==> config.mk <==
export PLATFORM = sky130hd
export DESIGN_NAME = output_chase_pattern_sequencer
export DESIGN_NICKNAME = d
export VERILOG_FILES = /design/src/design/ocps_pkg.sv /design/src/design/output_chase_pattern_sequencer.sv /design/src/design/ocps_front.sv /design/src/design/ocps_queue.sv /design/src/design/ocps_back.sv
export SDC_FILE = /design/constraint.sdc
export NUM_CORES = 2
export LEC_CHECK = 0
export BUFFER_PORTS_ARGS = -buffer_cell sky130_fd_sc_hd__buf_4
export CORE_AREA = 3 3 399 401
export DETAILED_ROUTE_END_ITERATION = 8
export DIE_AREA = 0 0 402 404
export PLACE_DENSITY = 0.7
export SKIP_CTS_REPAIR_TIMING = 1
export SLEW_MARGIN = 20
export SYNTH_ARGS = -nofsm -noshare
export SYNTH_HDL_FRONTEND = slang
export SYNTH_SLANG_ARGS = --single-unit
==> constraint.sdc <==
create_clock -name i_clk -period 30.8 [get_ports i_clk]
set_clock_uncertainty 0.2 [all_clocks]
set_input_delay 1.54 -clock i_clk [delete_from_list [all_inputs] [get_ports i_clk]]
set_output_delay 1.54 -clock i_clk [all_outputs]
set_load 0.05 [all_outputs]
==> src/design/ocps_pkg.sv <==
`timescale 1ns / 1ps
// Shared types and constants for the output chase pattern sequencer.
// No dependencies; imported by every module of the block.
package ocps_pkg;

    // Mode codes as they appear on the input channel.
    localparam logic [3:0] MODE_OFF     = 4'd0;
    localparam logic [3:0] MODE_RAW     = 4'd1;
    localparam logic [3:0] MODE_UP      = 4'd2;
    localparam logic [3:0] MODE_DOWN    = 4'd3;
    localparam logic [3:0] MODE_UPDOWN  = 4'd4;
    localparam logic [3:0] MODE_DOWNUP  = 4'd5;
    localparam logic [3:0] MODE_IN      = 4'd6;
    localparam logic [3:0] MODE_OUT     = 4'd7;
    localparam logic [3:0] MODE_INOUT   = 4'd8;
    localparam logic [3:0] MODE_OUTIN   = 4'd9;
    localparam logic [3:0] MODE_ALL     = 4'd10;
    localparam logic [3:0] MODE_ALT     = 4'd11;

    // Configuration register indexes.
    localparam logic [1:0] CFG_MIN_FIRE = 2'd0;
    localparam logic [1:0] CFG_MAX_FIRE = 2'd1;
    localparam logic [1:0] CFG_MIN_REST = 2'd2;
    localparam logic [1:0] CFG_MAX_REST = 2'd3;

    localparam logic [15:0] RST_MIN_FIRE = 16'd20;
    localparam logic [15:0] RST_MAX_FIRE = 16'd2000;
    localparam logic [15:0] RST_MIN_REST = 16'd20;
    localparam logic [15:0] RST_MAX_REST = 16'd5000;

    localparam logic [15:0] PAT_ALL  = 16'hFFFF;
    localparam logic [15:0] PAT_EVEN = 16'h5555;
    localparam logic [15:0] PAT_ODD  = 16'hAAAA;

    // Queue between front and back.
    localparam int QDEPTH = 4;
    localparam int QPTR_W = 2;
    localparam int QCNT_W = 3;

    typedef enum logic [1:0] {
        KIND_OFF,
        KIND_RAW,
        KIND_CHASE
    } t_kind;

    typedef struct packed {
        logic [2:0] first;
        logic [2:0] last;
        logic       backward;
        logic       mirrored;
        logic       bounce;
    } t_chase;

    typedef struct packed {
        logic [15:0] min_fire;
        logic [15:0] max_fire;
        logic [15:0] min_rest;
        logic [15:0] max_rest;
    } t_cfg;

    // One classified tick as it travels from front to back.
    typedef struct packed {
        logic [3:0]  mode;
        t_kind       kind;
        t_chase      chase;
        logic [15:0] trig;
        logic        rep;
        logic [15:0] fire;
        logic [15:0] rest;
        logic [31:0] now;
    } t_item;

endpackage

==> src/design/output_chase_pattern_sequencer.sv <==
`timescale 1ns / 1ps
// Output chase pattern sequencer: top level with configuration registers.
// Depends on ocps_pkg, ocps_front, ocps_queue, ocps_back.
//
// Usage:
//   Each transaction on the input channel (i_in_valid / o_in_ready) is one
//   update tick: mode, trigger mask, repeat flag, fire and rest durations,
//   tempo rate and the current time in ms. Each tick yields exactly one fire
//   mask transaction on the output channel (o_out_valid / i_out_ready).
//   Configuration (clamp bounds) is written through i_cfg_we / i_cfg_index /
//   i_cfg_data, one register per cycle; the user must write it only while
//   the block is idle, which the block itself does not enforce.
// Pipeline and throughput:
//   An accepted tick is registered in the front stage, which clamps and
//   classifies; the rest time is tempo-scaled on the way into the queue,
//   and the back end computes the new state and registers the mask on the
//   pop. Throughput is one tick per cycle when the output is not stalled,
//   bounded by the back end, which updates its state on every pop.
//
// Reset (synchronous, active low) restores the clamp defaults, returns to
// off mode and empties the pipeline. When the receiver stalls the mask is
// held; the front keeps accepting until the four-entry queue and the front
// stage are full, then drops o_in_ready.
module output_chase_pattern_sequencer import ocps_pkg::*; #(
    parameter int NUM_OUTPUTS = 8
) (
    input  logic        i_clk,
    input  logic        i_rst_n,
    input  logic        i_cfg_we,
    input  logic [1:0]  i_cfg_index,
    input  logic [15:0] i_cfg_data,
    input  logic        i_in_valid,
    output logic        o_in_ready,
    input  logic [3:0]  i_mode,
    input  logic [15:0] i_trigger_mask,
    input  logic        i_repeat_req,
    input  logic [15:0] i_fire_ms,
    input  logic [15:0] i_rest_ms,
    input  logic [7:0]  i_rate,
    input  logic [31:0] i_now_ms,
    output logic        o_out_valid,
    input  logic        i_out_ready,
    output logic [15:0] o_fire_mask
);

    t_cfg  r_cfg;
    logic  push;
    logic  pop;
    logic  q_full;
    logic  q_empty;
    t_item f_item;
    t_item q_item;

    // Clamp bound registers.
    always_ff @(posedge i_clk) begin
        if (!i_rst_n) begin
            r_cfg.min_fire <= RST_MIN_FIRE;
            r_cfg.max_fire <= RST_MAX_FIRE;
            r_cfg.min_rest <= RST_MIN_REST;
            r_cfg.max_rest <= RST_MAX_REST;
        end else if (i_cfg_we) begin
            unique case (i_cfg_index)
                CFG_MIN_FIRE: r_cfg.min_fire <= i_cfg_data;
                CFG_MAX_FIRE: r_cfg.max_fire <= i_cfg_data;
                CFG_MIN_REST: r_cfg.min_rest <= i_cfg_data;
                CFG_MAX_REST: r_cfg.max_rest <= i_cfg_data;
                default: ;
            endcase
        end
    end

    // Front: accept, classify, clamp and scale.
    ocps_front u_front (
        .i_clk          (i_clk),
        .i_rst_n        (i_rst_n),
        .i_cfg          (r_cfg),
        .i_in_valid     (i_in_valid),
        .o_in_ready     (o_in_ready),
        .i_mode         (i_mode),
        .i_trigger_mask (i_trigger_mask),
        .i_repeat_req   (i_repeat_req),
        .i_fire_ms      (i_fire_ms),
        .i_rest_ms      (i_rest_ms),
        .i_rate         (i_rate),
        .i_now_ms       (i_now_ms),
        .i_q_full       (q_full),
        .o_push         (push),
        .o_item         (f_item)
    );

    // Decoupling queue.
    ocps_queue u_queue (
        .i_clk   (i_clk),
        .i_rst_n (i_rst_n),
        .i_push  (push),
        .i_item  (f_item),
        .o_full  (q_full),
        .i_pop   (pop),
        .o_empty (q_empty),
        .o_item  (q_item)
    );

    // Back: sequencer state and output register.
    ocps_back #(
        .NUM_OUTPUTS (NUM_OUTPUTS)
    ) u_back (
        .i_clk       (i_clk),
        .i_rst_n     (i_rst_n),
        .i_empty     (q_empty),
        .i_item      (q_item),
        .o_pop       (pop),
        .o_out_valid (o_out_valid),
        .i_out_ready (i_out_ready),
        .o_fire_mask (o_fire_mask)
    );

endmodule

==> src/design/ocps_front.sv <==
`timescale 1ns / 1ps
// Front end: accepts ticks, classifies the mode, clamps and tempo-scales durations.
// Depends on ocps_pkg.
module ocps_front import ocps_pkg::*; (
    input  logic        i_clk,
    input  logic        i_rst_n,
    input  t_cfg        i_cfg,
    input  logic        i_in_valid,
    output logic        o_in_ready,
    input  logic [3:0]  i_mode,
    input  logic [15:0] i_trigger_mask,
    input  logic        i_repeat_req,
    input  logic [15:0] i_fire_ms,
    input  logic [15:0] i_rest_ms,
    input  logic [7:0]  i_rate,
    input  logic [31:0] i_now_ms,
    input  logic        i_q_full,
    output logic        o_push,
    output t_item       o_item
);

    function automatic logic [15:0] clamp16(input logic [15:0] v, input logic [15:0] lo,
                                            input logic [15:0] hi);
        if (v < lo)      return lo;
        else if (v > hi) return hi;
        else             return v;
    endfunction

    function automatic t_chase chase_of(input logic [3:0] mode);
        t_chase c;
        c = '0;
        unique case (mode)
            MODE_UP:     c = '{3'd0, 3'd7, 1'b0, 1'b0, 1'b0};
            MODE_DOWN:   c = '{3'd7, 3'd0, 1'b1, 1'b0, 1'b0};
            MODE_UPDOWN: c = '{3'd0, 3'd7, 1'b0, 1'b0, 1'b1};
            MODE_DOWNUP: c = '{3'd7, 3'd0, 1'b1, 1'b0, 1'b1};
            MODE_IN:     c = '{3'd0, 3'd3, 1'b0, 1'b1, 1'b0};
            MODE_OUT:    c = '{3'd3, 3'd0, 1'b1, 1'b1, 1'b0};
            MODE_INOUT:  c = '{3'd0, 3'd3, 1'b0, 1'b1, 1'b1};
            MODE_OUTIN:  c = '{3'd3, 3'd0, 1'b1, 1'b1, 1'b1};
            MODE_ALT:    c = '{3'd0, 3'd1, 1'b0, 1'b0, 1'b0};
            default:     c = '0;
        endcase
        return c;
    endfunction

    // Stage 1: clamp and classify.
    logic        r_s1_valid;
    t_item       r_s1;
    logic [7:0]  r_s1_rate;
    logic        s1_adv;
    t_kind       kind;

    // After stage 1: combinational tempo scale of the rest time.
    logic [24:0] prod;
    logic [17:0] scaled;
    logic [15:0] sat;

    assign o_push     = r_s1_valid && !i_q_full;
    assign s1_adv     = !r_s1_valid || !i_q_full;
    assign o_in_ready = s1_adv;

    always_comb begin
        if (i_mode == MODE_RAW)                          kind = KIND_RAW;
        else if (i_mode >= MODE_UP && i_mode <= MODE_ALT) kind = KIND_CHASE;
        else                                              kind = KIND_OFF;
    end

    always_ff @(posedge i_clk) begin
        if (!i_rst_n) begin
            r_s1_valid <= 1'b0;
        end else if (s1_adv) begin
            r_s1_valid <= i_in_valid;
        end
        if (s1_adv && i_in_valid) begin
            r_s1.mode  <= i_mode;
            r_s1.kind  <= kind;
            r_s1.chase <= chase_of(i_mode);
            r_s1.trig  <= i_trigger_mask;
            r_s1.rep   <= i_repeat_req;
            r_s1.fire  <= clamp16(i_fire_ms, i_cfg.min_fire, i_cfg.max_fire);
            r_s1.rest  <= clamp16(i_rest_ms, i_cfg.min_rest, i_cfg.max_rest);
            r_s1.now   <= i_now_ms;
            r_s1_rate  <= i_rate;
        end
    end

    always_comb begin
        prod   = 25'(r_s1.rest) * 25'(9'd256 - {1'b0, r_s1_rate});
        scaled = prod[24:7];
        sat    = (scaled > 18'h0FFFF) ? 16'hFFFF : scaled[15:0];
        o_item      = r_s1;
        o_item.rest = clamp16(sat, i_cfg.min_rest, i_cfg.max_rest);
    end

endmodule

==> src/design/ocps_queue.sv <==
`timescale 1ns / 1ps
// Short FIFO of classified ticks between front and back.
// Depends on ocps_pkg.
module ocps_queue import ocps_pkg::*; (
    input  logic  i_clk,
    input  logic  i_rst_n,
    input  logic  i_push,
    input  t_item i_item,
    output logic  o_full,
    input  logic  i_pop,
    output logic  o_empty,
    output t_item o_item
);

    t_item              r_mem [QDEPTH];
    logic [QPTR_W-1:0]  r_wr;
    logic [QPTR_W-1:0]  r_rd;
    logic [QCNT_W-1:0]  r_cnt;

    assign o_full  = (r_cnt == QCNT_W'(QDEPTH));
    assign o_empty = (r_cnt == '0);
    assign o_item  = r_mem[r_rd];

    always_ff @(posedge i_clk) begin
        if (!i_rst_n) begin
            r_wr  <= '0;
            r_rd  <= '0;
            r_cnt <= '0;
        end else begin
            if (i_push) r_wr <= r_wr + 1'b1;
            if (i_pop)  r_rd <= r_rd + 1'b1;
            if (i_push && !i_pop)      r_cnt <= r_cnt + 1'b1;
            else if (!i_push && i_pop) r_cnt <= r_cnt - 1'b1;
        end
        if (i_push) r_mem[r_wr] <= i_item;
    end

endmodule

==> src/design/ocps_back.sv <==
`timescale 1ns / 1ps
// Back end: chase sequencer, per-output raw lanes and the output register.
// Depends on ocps_pkg.
module ocps_back import ocps_pkg::*; #(
    parameter int NUM_OUTPUTS = 8
) (
    input  logic        i_clk,
    input  logic        i_rst_n,
    input  logic        i_empty,
    input  t_item       i_item,
    output logic        o_pop,
    output logic        o_out_valid,
    input  logic        i_out_ready,
    output logic [15:0] o_fire_mask
);

    typedef enum logic [1:0] {
        PH_IDLE,
        PH_FIRE,
        PH_REST,
        PH_DONE
    } t_phase;

    function automatic logic reached(input logic [31:0] dl, input logic [31:0] now);
        logic [31:0] d;
        d = now - dl;
        return !d[31];
    endfunction

    function automatic logic [2:0] step_move(input logic [2:0] idx, input logic back);
        return back ? idx - 3'd1 : idx + 3'd1;
    endfunction

    logic                   r_out_valid;
    logic [15:0]            r_mask;
    logic [3:0]             r_mode;
    t_phase                 r_phase;
    logic [2:0]             r_step;
    logic                   r_back;
    logic [31:0]            r_deadline;
    logic [NUM_OUTPUTS-1:0] r_firing;
    logic [NUM_OUTPUTS-1:0] r_need_rel;
    logic [31:0]            r_fire_dl [NUM_OUTPUTS];
    logic [31:0]            r_rest_dl [NUM_OUTPUTS];

    logic                   n_out_valid;
    logic [15:0]            n_mask;
    t_phase                 n_phase;
    logic [2:0]             n_step;
    logic                   n_back;
    logic [31:0]            n_deadline;
    logic [NUM_OUTPUTS-1:0] n_firing;
    logic [NUM_OUTPUTS-1:0] n_need_rel;
    logic [31:0]            n_fire_dl [NUM_OUTPUTS];
    logic [31:0]            n_rest_dl [NUM_OUTPUTS];

    logic   clr;
    t_phase ph0;
    logic   go;
    t_chase c;
    logic [15:0] pat;

    assign o_pop       = !i_empty && (!r_out_valid || i_out_ready);
    assign o_out_valid = r_out_valid;
    assign o_fire_mask = r_mask;
    assign clr         = (i_item.mode != r_mode);
    assign ph0         = clr ? PH_IDLE : r_phase;
    assign c           = i_item.chase;

    // Raw lanes: every output on its own, in parallel.
    always_comb begin
        for (int i = 0; i < NUM_OUTPUTS; i++) begin
            logic want;
            logic f0;
            logic nr0;
            logic [31:0] fd0;
            logic [31:0] rd0;
            want = i_item.trig[i];
            f0   = clr ? 1'b0 : r_firing[i];
            nr0  = clr ? 1'b0 : r_need_rel[i];
            fd0  = clr ? 32'd0 : r_fire_dl[i];
            rd0  = clr ? 32'd0 : r_rest_dl[i];
            n_firing[i]   = f0;
            n_need_rel[i] = nr0;
            n_fire_dl[i]  = fd0;
            n_rest_dl[i]  = rd0;
            if (i_item.kind == KIND_RAW) begin
                if (f0) begin
                    if (!want || reached(fd0, i_item.now)) begin
                        n_firing[i]  = 1'b0;
                        n_rest_dl[i] = i_item.now + {16'd0, i_item.rest};
                        if (want && !i_item.rep) n_need_rel[i] = 1'b1;
                    end
                end else if (!want) begin
                    n_need_rel[i] = 1'b0;
                end else if (!nr0 && reached(rd0, i_item.now)) begin
                    n_firing[i]  = 1'b1;
                    n_fire_dl[i] = i_item.now + {16'd0, i_item.fire};
                end
            end
        end
    end

    // Chase sequencer.
    always_comb begin
        n_phase    = ph0;
        n_step     = r_step;
        n_back     = r_back;
        n_deadline = r_deadline;
        go         = 1'b0;
        if (i_item.kind == KIND_CHASE) begin
            unique case (ph0)
                PH_IDLE: begin
                    n_step = c.first;
                    n_back = c.backward;
                    go     = 1'b1;
                end
                PH_FIRE: begin
                    if (reached(r_deadline, i_item.now)) begin
                        n_phase    = PH_REST;
                        n_deadline = i_item.now + {16'd0, i_item.rest};
                    end
                end
                PH_REST: begin
                    if (reached(r_deadline, i_item.now)) begin
                        go = 1'b1;
                        priority if (!c.bounce) begin
                            if (r_step == c.last) begin
                                if (!i_item.rep) begin
                                    n_phase = PH_DONE;
                                    go      = 1'b0;
                                end
                                n_step = c.first;
                            end else begin
                                n_step = step_move(r_step, r_back);
                            end
                        end else if (r_step == c.last && r_back == c.backward) begin
                            n_back = !c.backward;
                            n_step = step_move(r_step, !c.backward);
                        end else if (r_step == c.first && r_back != c.backward) begin
                            if (!i_item.rep) begin
                                n_phase = PH_DONE;
                                go      = 1'b0;
                            end else begin
                                n_back = c.backward;
                                n_step = step_move(r_step, c.backward);
                            end
                        end else begin
                            n_step = step_move(r_step, r_back);
                        end
                        // hold the index on a one-shot end
                        if (!go) begin
                            n_step = r_step;
                            n_back = r_back;
                        end
                    end
                end
                PH_DONE: begin
                    if (i_item.rep) begin
                        n_step = c.first;
                        n_back = c.backward;
                        go     = 1'b1;
                    end
                end
                default: ;
            endcase
            if (go) begin
                n_phase    = PH_FIRE;
                n_deadline = i_item.now + {16'd0, i_item.fire};
            end
        end
    end

    always_comb begin
        if (i_item.mode == MODE_ALL)      pat = PAT_ALL;
        else if (i_item.mode == MODE_ALT) pat = (n_step != 3'd0) ? PAT_ODD : PAT_EVEN;
        else begin
            pat = 16'd1 << n_step;
            if (c.mirrored) pat = pat | (16'd1 << (3'd7 - n_step));
        end
        n_mask = '0;
        unique case (i_item.kind)
            KIND_RAW: begin
                for (int i = 0; i < NUM_OUTPUTS; i++) n_mask[i] = n_firing[i];
            end
            KIND_CHASE: n_mask = (n_phase == PH_FIRE) ? (pat & i_item.trig) : 16'd0;
            default:    n_mask = '0;
        endcase
        n_out_valid = o_pop || (r_out_valid && !i_out_ready);
    end

    always_ff @(posedge i_clk) begin
        if (!i_rst_n) begin
            r_out_valid <= 1'b0;
            r_mode      <= MODE_OFF;
            r_phase     <= PH_IDLE;
            r_step      <= '0;
            r_back      <= 1'b0;
            r_deadline  <= '0;
            r_firing    <= '0;
            r_need_rel  <= '0;
            for (int i = 0; i < NUM_OUTPUTS; i++) begin
                r_fire_dl[i] <= '0;
                r_rest_dl[i] <= '0;
            end
        end else begin
            r_out_valid <= n_out_valid;
            if (o_pop) begin
                r_mode     <= i_item.mode;
                r_phase    <= n_phase;
                r_step     <= n_step;
                r_back     <= n_back;
                r_deadline <= n_deadline;
                r_firing   <= n_firing;
                r_need_rel <= n_need_rel;
                for (int i = 0; i < NUM_OUTPUTS; i++) begin
                    r_fire_dl[i] <= n_fire_dl[i];
                    r_rest_dl[i] <= n_rest_dl[i];
                end
            end
        end
        if (o_pop) r_mask <= n_mask;
    end

endmodule

==> flow_summary.ini <==
[run_status]
outcome = finished, final reports clean

[place]
routabilityCongestion = 0.955
placed_cells = 8316
portBuffers = 133
placed_area_um2 = 73600
hpwl_um = 140000
place_ws_ns = 20.41

[clock_network]
root_buffer = clkbuf_16
htree_levels = 3
clk_pin_slew_ns = 0.06
cts_buffer_depth = 3
cts_tree = built
cts_sinks = 1139
cts_buffers = 119
clk_latency_ns = 0.81

[synthesis]
syn-cell-area_um2 = 69900
post_synth.cell_area_avg_um2 = 11.1
synth_edf_count = 1006
synth_cells = 6277
syn-num-nets = 7240
ys.flop_type = edfxtp_1
yosysSeqAreaShare = 0.470
yosysWarnings = 0
yosysUniqueCellTypes = 104
ys_ff_latch = 1139
synthArstFlopShare = 0

[power_and_ir_drop]
totalPowerFinal_mw = 8.80
p_leak_nw = 29.3
power_density_nw_per_um2 = 113
ir_worst_vdd_v = 0.000107

[timing]
fin_crit_ns = 10.37
whs_ns = 0.254
fin_ws_ns = 20.43
rsz0062_at_grt = no
max_freq_ghz = 0.0965
finalSetupViolations = 0
slew_violations = 0
slew_headroom = 0.144
worstMarginPinSlew_ns = 1.28
finalCritPeriodShare = 0.337
fin_setup_tns_ns = 0
finalHoldViolations = 0

[grt]
grt_first_pass_wirelength_um = 313000
antenna_found_initial = 7
grt_usage = 0.249
grt_pass1_vias = 51600
grt_overflow = 0
grt_max_degree = 185

[die]
dieArea_um2 = 162000
core-area_um2 = 156000
rows = 145
pin_count = 134
die-width_um = 402
die_h_um = 404
initial_core_util = 0.448

[final_layout]
drive_gt1_frac = 0.0975
fin_cells = 8541
fill_cells = 13700
final_net_count = 7343
final_area_um2 = 77800
syn_to_final_growth_pct = 11.3
finalCoreUtilization = 0.499
final_common_cell = edfxtp_1
most-common-layout-cells = edfxtp_1 (1006), nand2_1 (961), ha_1 (749)

[drt]
wl_um = 207000
drc = 0
dr.first_iter.drc_count = 5678
wl_per_cell_um = 24.2
vias = 52900
via_per_inst = 6.20
drt_first_pass_iters = 8
ant_nets = 0

[worst_setup_path]
crit_slowest_cell = o21a_1
r2r_setup_slack_ns = 20.43
critPathTopFamily = adder cells
worstPathRequired_ns = 31.06
reg2reg_depth = 35
crit_arrival_ns = 10.63
cp-start-kind = flop
path_class = reg2reg
cp_num_buf_inv = 6
r2r_end = u_queue.r_mem[2][32]$_DFFE_PP_
crit_path_end_kind = flop
critPathMostFrequentCell = fa_1
r2r_start = u_front.r_s1_rate[0]$_DFFE_PP_
max_stage_delay_ns = 0.80
crit_fanout = 19

[run]
drv_cap = 0

[worst_hold_path]
hold_path.class = reg2reg
hold_end = r_cfg[31]$_SDFFE_PN0P_
min_path_cells = 2
hp-start = r_cfg[31]$_SDFFE_PN0P_
## metal layers
metal	vias to the layer above	wire (um)	global-route usage
li1	23800	-	-
met1	26100	84700	0.340
met2	2446	92600	0.390
met3	494	20900	0.0537
met4	2	8630	0.0967
met5	-	18	0
## cell families (layout without fill, tap and decap cells)
kind of cell             count (synthesis)  after routing  synth area share
AND/OR/NAND/NOR                       1823           1823             0.119
AO/OA/AOI/OAI                         1453           1453             0.141
flip-flops                            1139           1139             0.470
adder cells (fa/ha/maj)                847            847             0.162
buffers and inverters                  589            794            0.0331
multiplexers                           302            302            0.0599
XOR/XNOR                               124            124            0.0157
other                                    0              1                 0
## worst min-delay path: cells and delay by family, from the launching register on
| kind | cells | cell delay, ns |
|---|---|---|
| AO/OA/AOI/OAI | 1 | 0.05 |
| flip-flops | 1 | 0.31 |
| AND/OR/NAND/NOR | 1 | 0.05 |
## how the worst max path moves through the flow
stage | from | endpoint | slack (ns) | cells past startpoint
2_1_floorplan | i_out_ready | u_back.r_firing[1]$_SDFFE_PN0P_ | 15.15 | 8
3_3_place_gp | u_front.r_s1_rate[0]$_DFFE_PP_ | u_queue.r_mem[0][32]$_DFFE_PP_ | 20.62 | 35
3_5_place_dp | u_front.r_s1_rate[0]$_DFFE_PP_ | u_queue.r_mem[0][32]$_DFFE_PP_ | 20.41 | 35
4_1_cts | u_front.r_s1_rate[0]$_DFFE_PP_ | u_queue.r_mem[1][32]$_DFFE_PP_ | 20.40 | 35
5_1_grt | u_front.r_s1_rate[0]$_DFFE_PP_ | u_queue.r_mem[0][39]$_DFFE_PP_ | 19.63 | 35
6_report | u_front.r_s1_rate[0]$_DFFE_PP_ | u_queue.r_mem[2][32]$_DFFE_PP_ | 20.43 | 35
## cells in the mapped netlist, types with 39 or more instances
| cell | number | area share |
|---|---|---|
| edfxtp_1 | 1006 | 0.43 |
| nand2_1 | 963 | 0.052 |
| ha_1 | 749 | 0.13 |
| inv_1 | 297 | 0.016 |
| a21oi_1 | 273 | 0.020 |
| nor2_1 | 272 | 0.015 |
| o22ai_1 | 264 | 0.024 |
| a21o_1 | 208 | 0.022 |
| clkbuf_1 | 206 | 0.011 |
| mux2i_1 | 196 | 0.028 |
| o21ai_0 | 187 | 0.013 |
| dfxtp_1 | 133 | 0.038 |
| and2_1 | 121 | 0.011 |
| nand4_1 | 109 | 0.0097 |
| fa_1 | 98 | 0.028 |
| mux4_2 | 91 | 0.029 |
| nand3_1 | 80 | 0.0057 |
| a211oi_1 | 78 | 0.0084 |
| a22o_1 | 68 | 0.0085 |
| xnor2_1 | 67 | 0.0084 |
| nor3_1 | 60 | 0.0043 |
| xor2_1 | 56 | 0.0070 |
| o211ai_1 | 53 | 0.0057 |
| nor2b_1 | 48 | 0.0043 |
| buf_2 | 46 | 0.0033 |
| nand2b_1 | 41 | 0.0037 |
| o2bb2ai_1 | 39 | 0.0049 |
## sequential cells by signal (all words and copies together) (netlist names), named ones only
| signal | count |
|---|---|
| u_back.r_fire_dl | 256 |
| u_front.o_item | 78 |
| u_back.r_back | 1 |
| u_back.o_out_valid | 1 |
| u_back.r_need_rel | 8 |
| u_back.o_fire_mask | 16 |
| u_queue.r_rd | 2 |
| u_back.r_deadline | 32 |
| u_back.r_rest_dl | 256 |
| u_queue.r_wr | 2 |
| u_back.r_mode | 4 |
| r_cfg | 64 |
| u_queue.r_mem | 376 |
| u_back.r_step | 3 |
| u_back.r_phase | 2 |
| u_front.r_s1_rate | 8 |
| u_queue.r_cnt | 3 |
| u_front.r_s1_valid | 1 |
| u_front.r_s1 | 16 |
| u_back.r_firing | 8 |
## where the power goes
| group | internal [mW] | switching [mW] | total [mW] |
|---|---|---|---|
| logic | 1.68 | 3.21 | 4.89 |
| registers | 2.20 | 0.177 | 2.38 |
| clock network | 0.875 | 0.654 | 1.53 |
## cell type report
cell class                      count  area (um2)  area share
Antenna cell                        1        2.50   0.0000321
Clock buffer                      138        3060      0.0393
Clock inverter                     85        1080      0.0139
Inverter                          300        1140      0.0146
Multi-Input combinational cell   4549       35000       0.450
Sequential cell                  1139       32900       0.422
Tap cell                         2058        2570      0.0331
Timing Repair Buffer              271        2080      0.0267
Note: power is estimated with default switching activity, not from simulation.
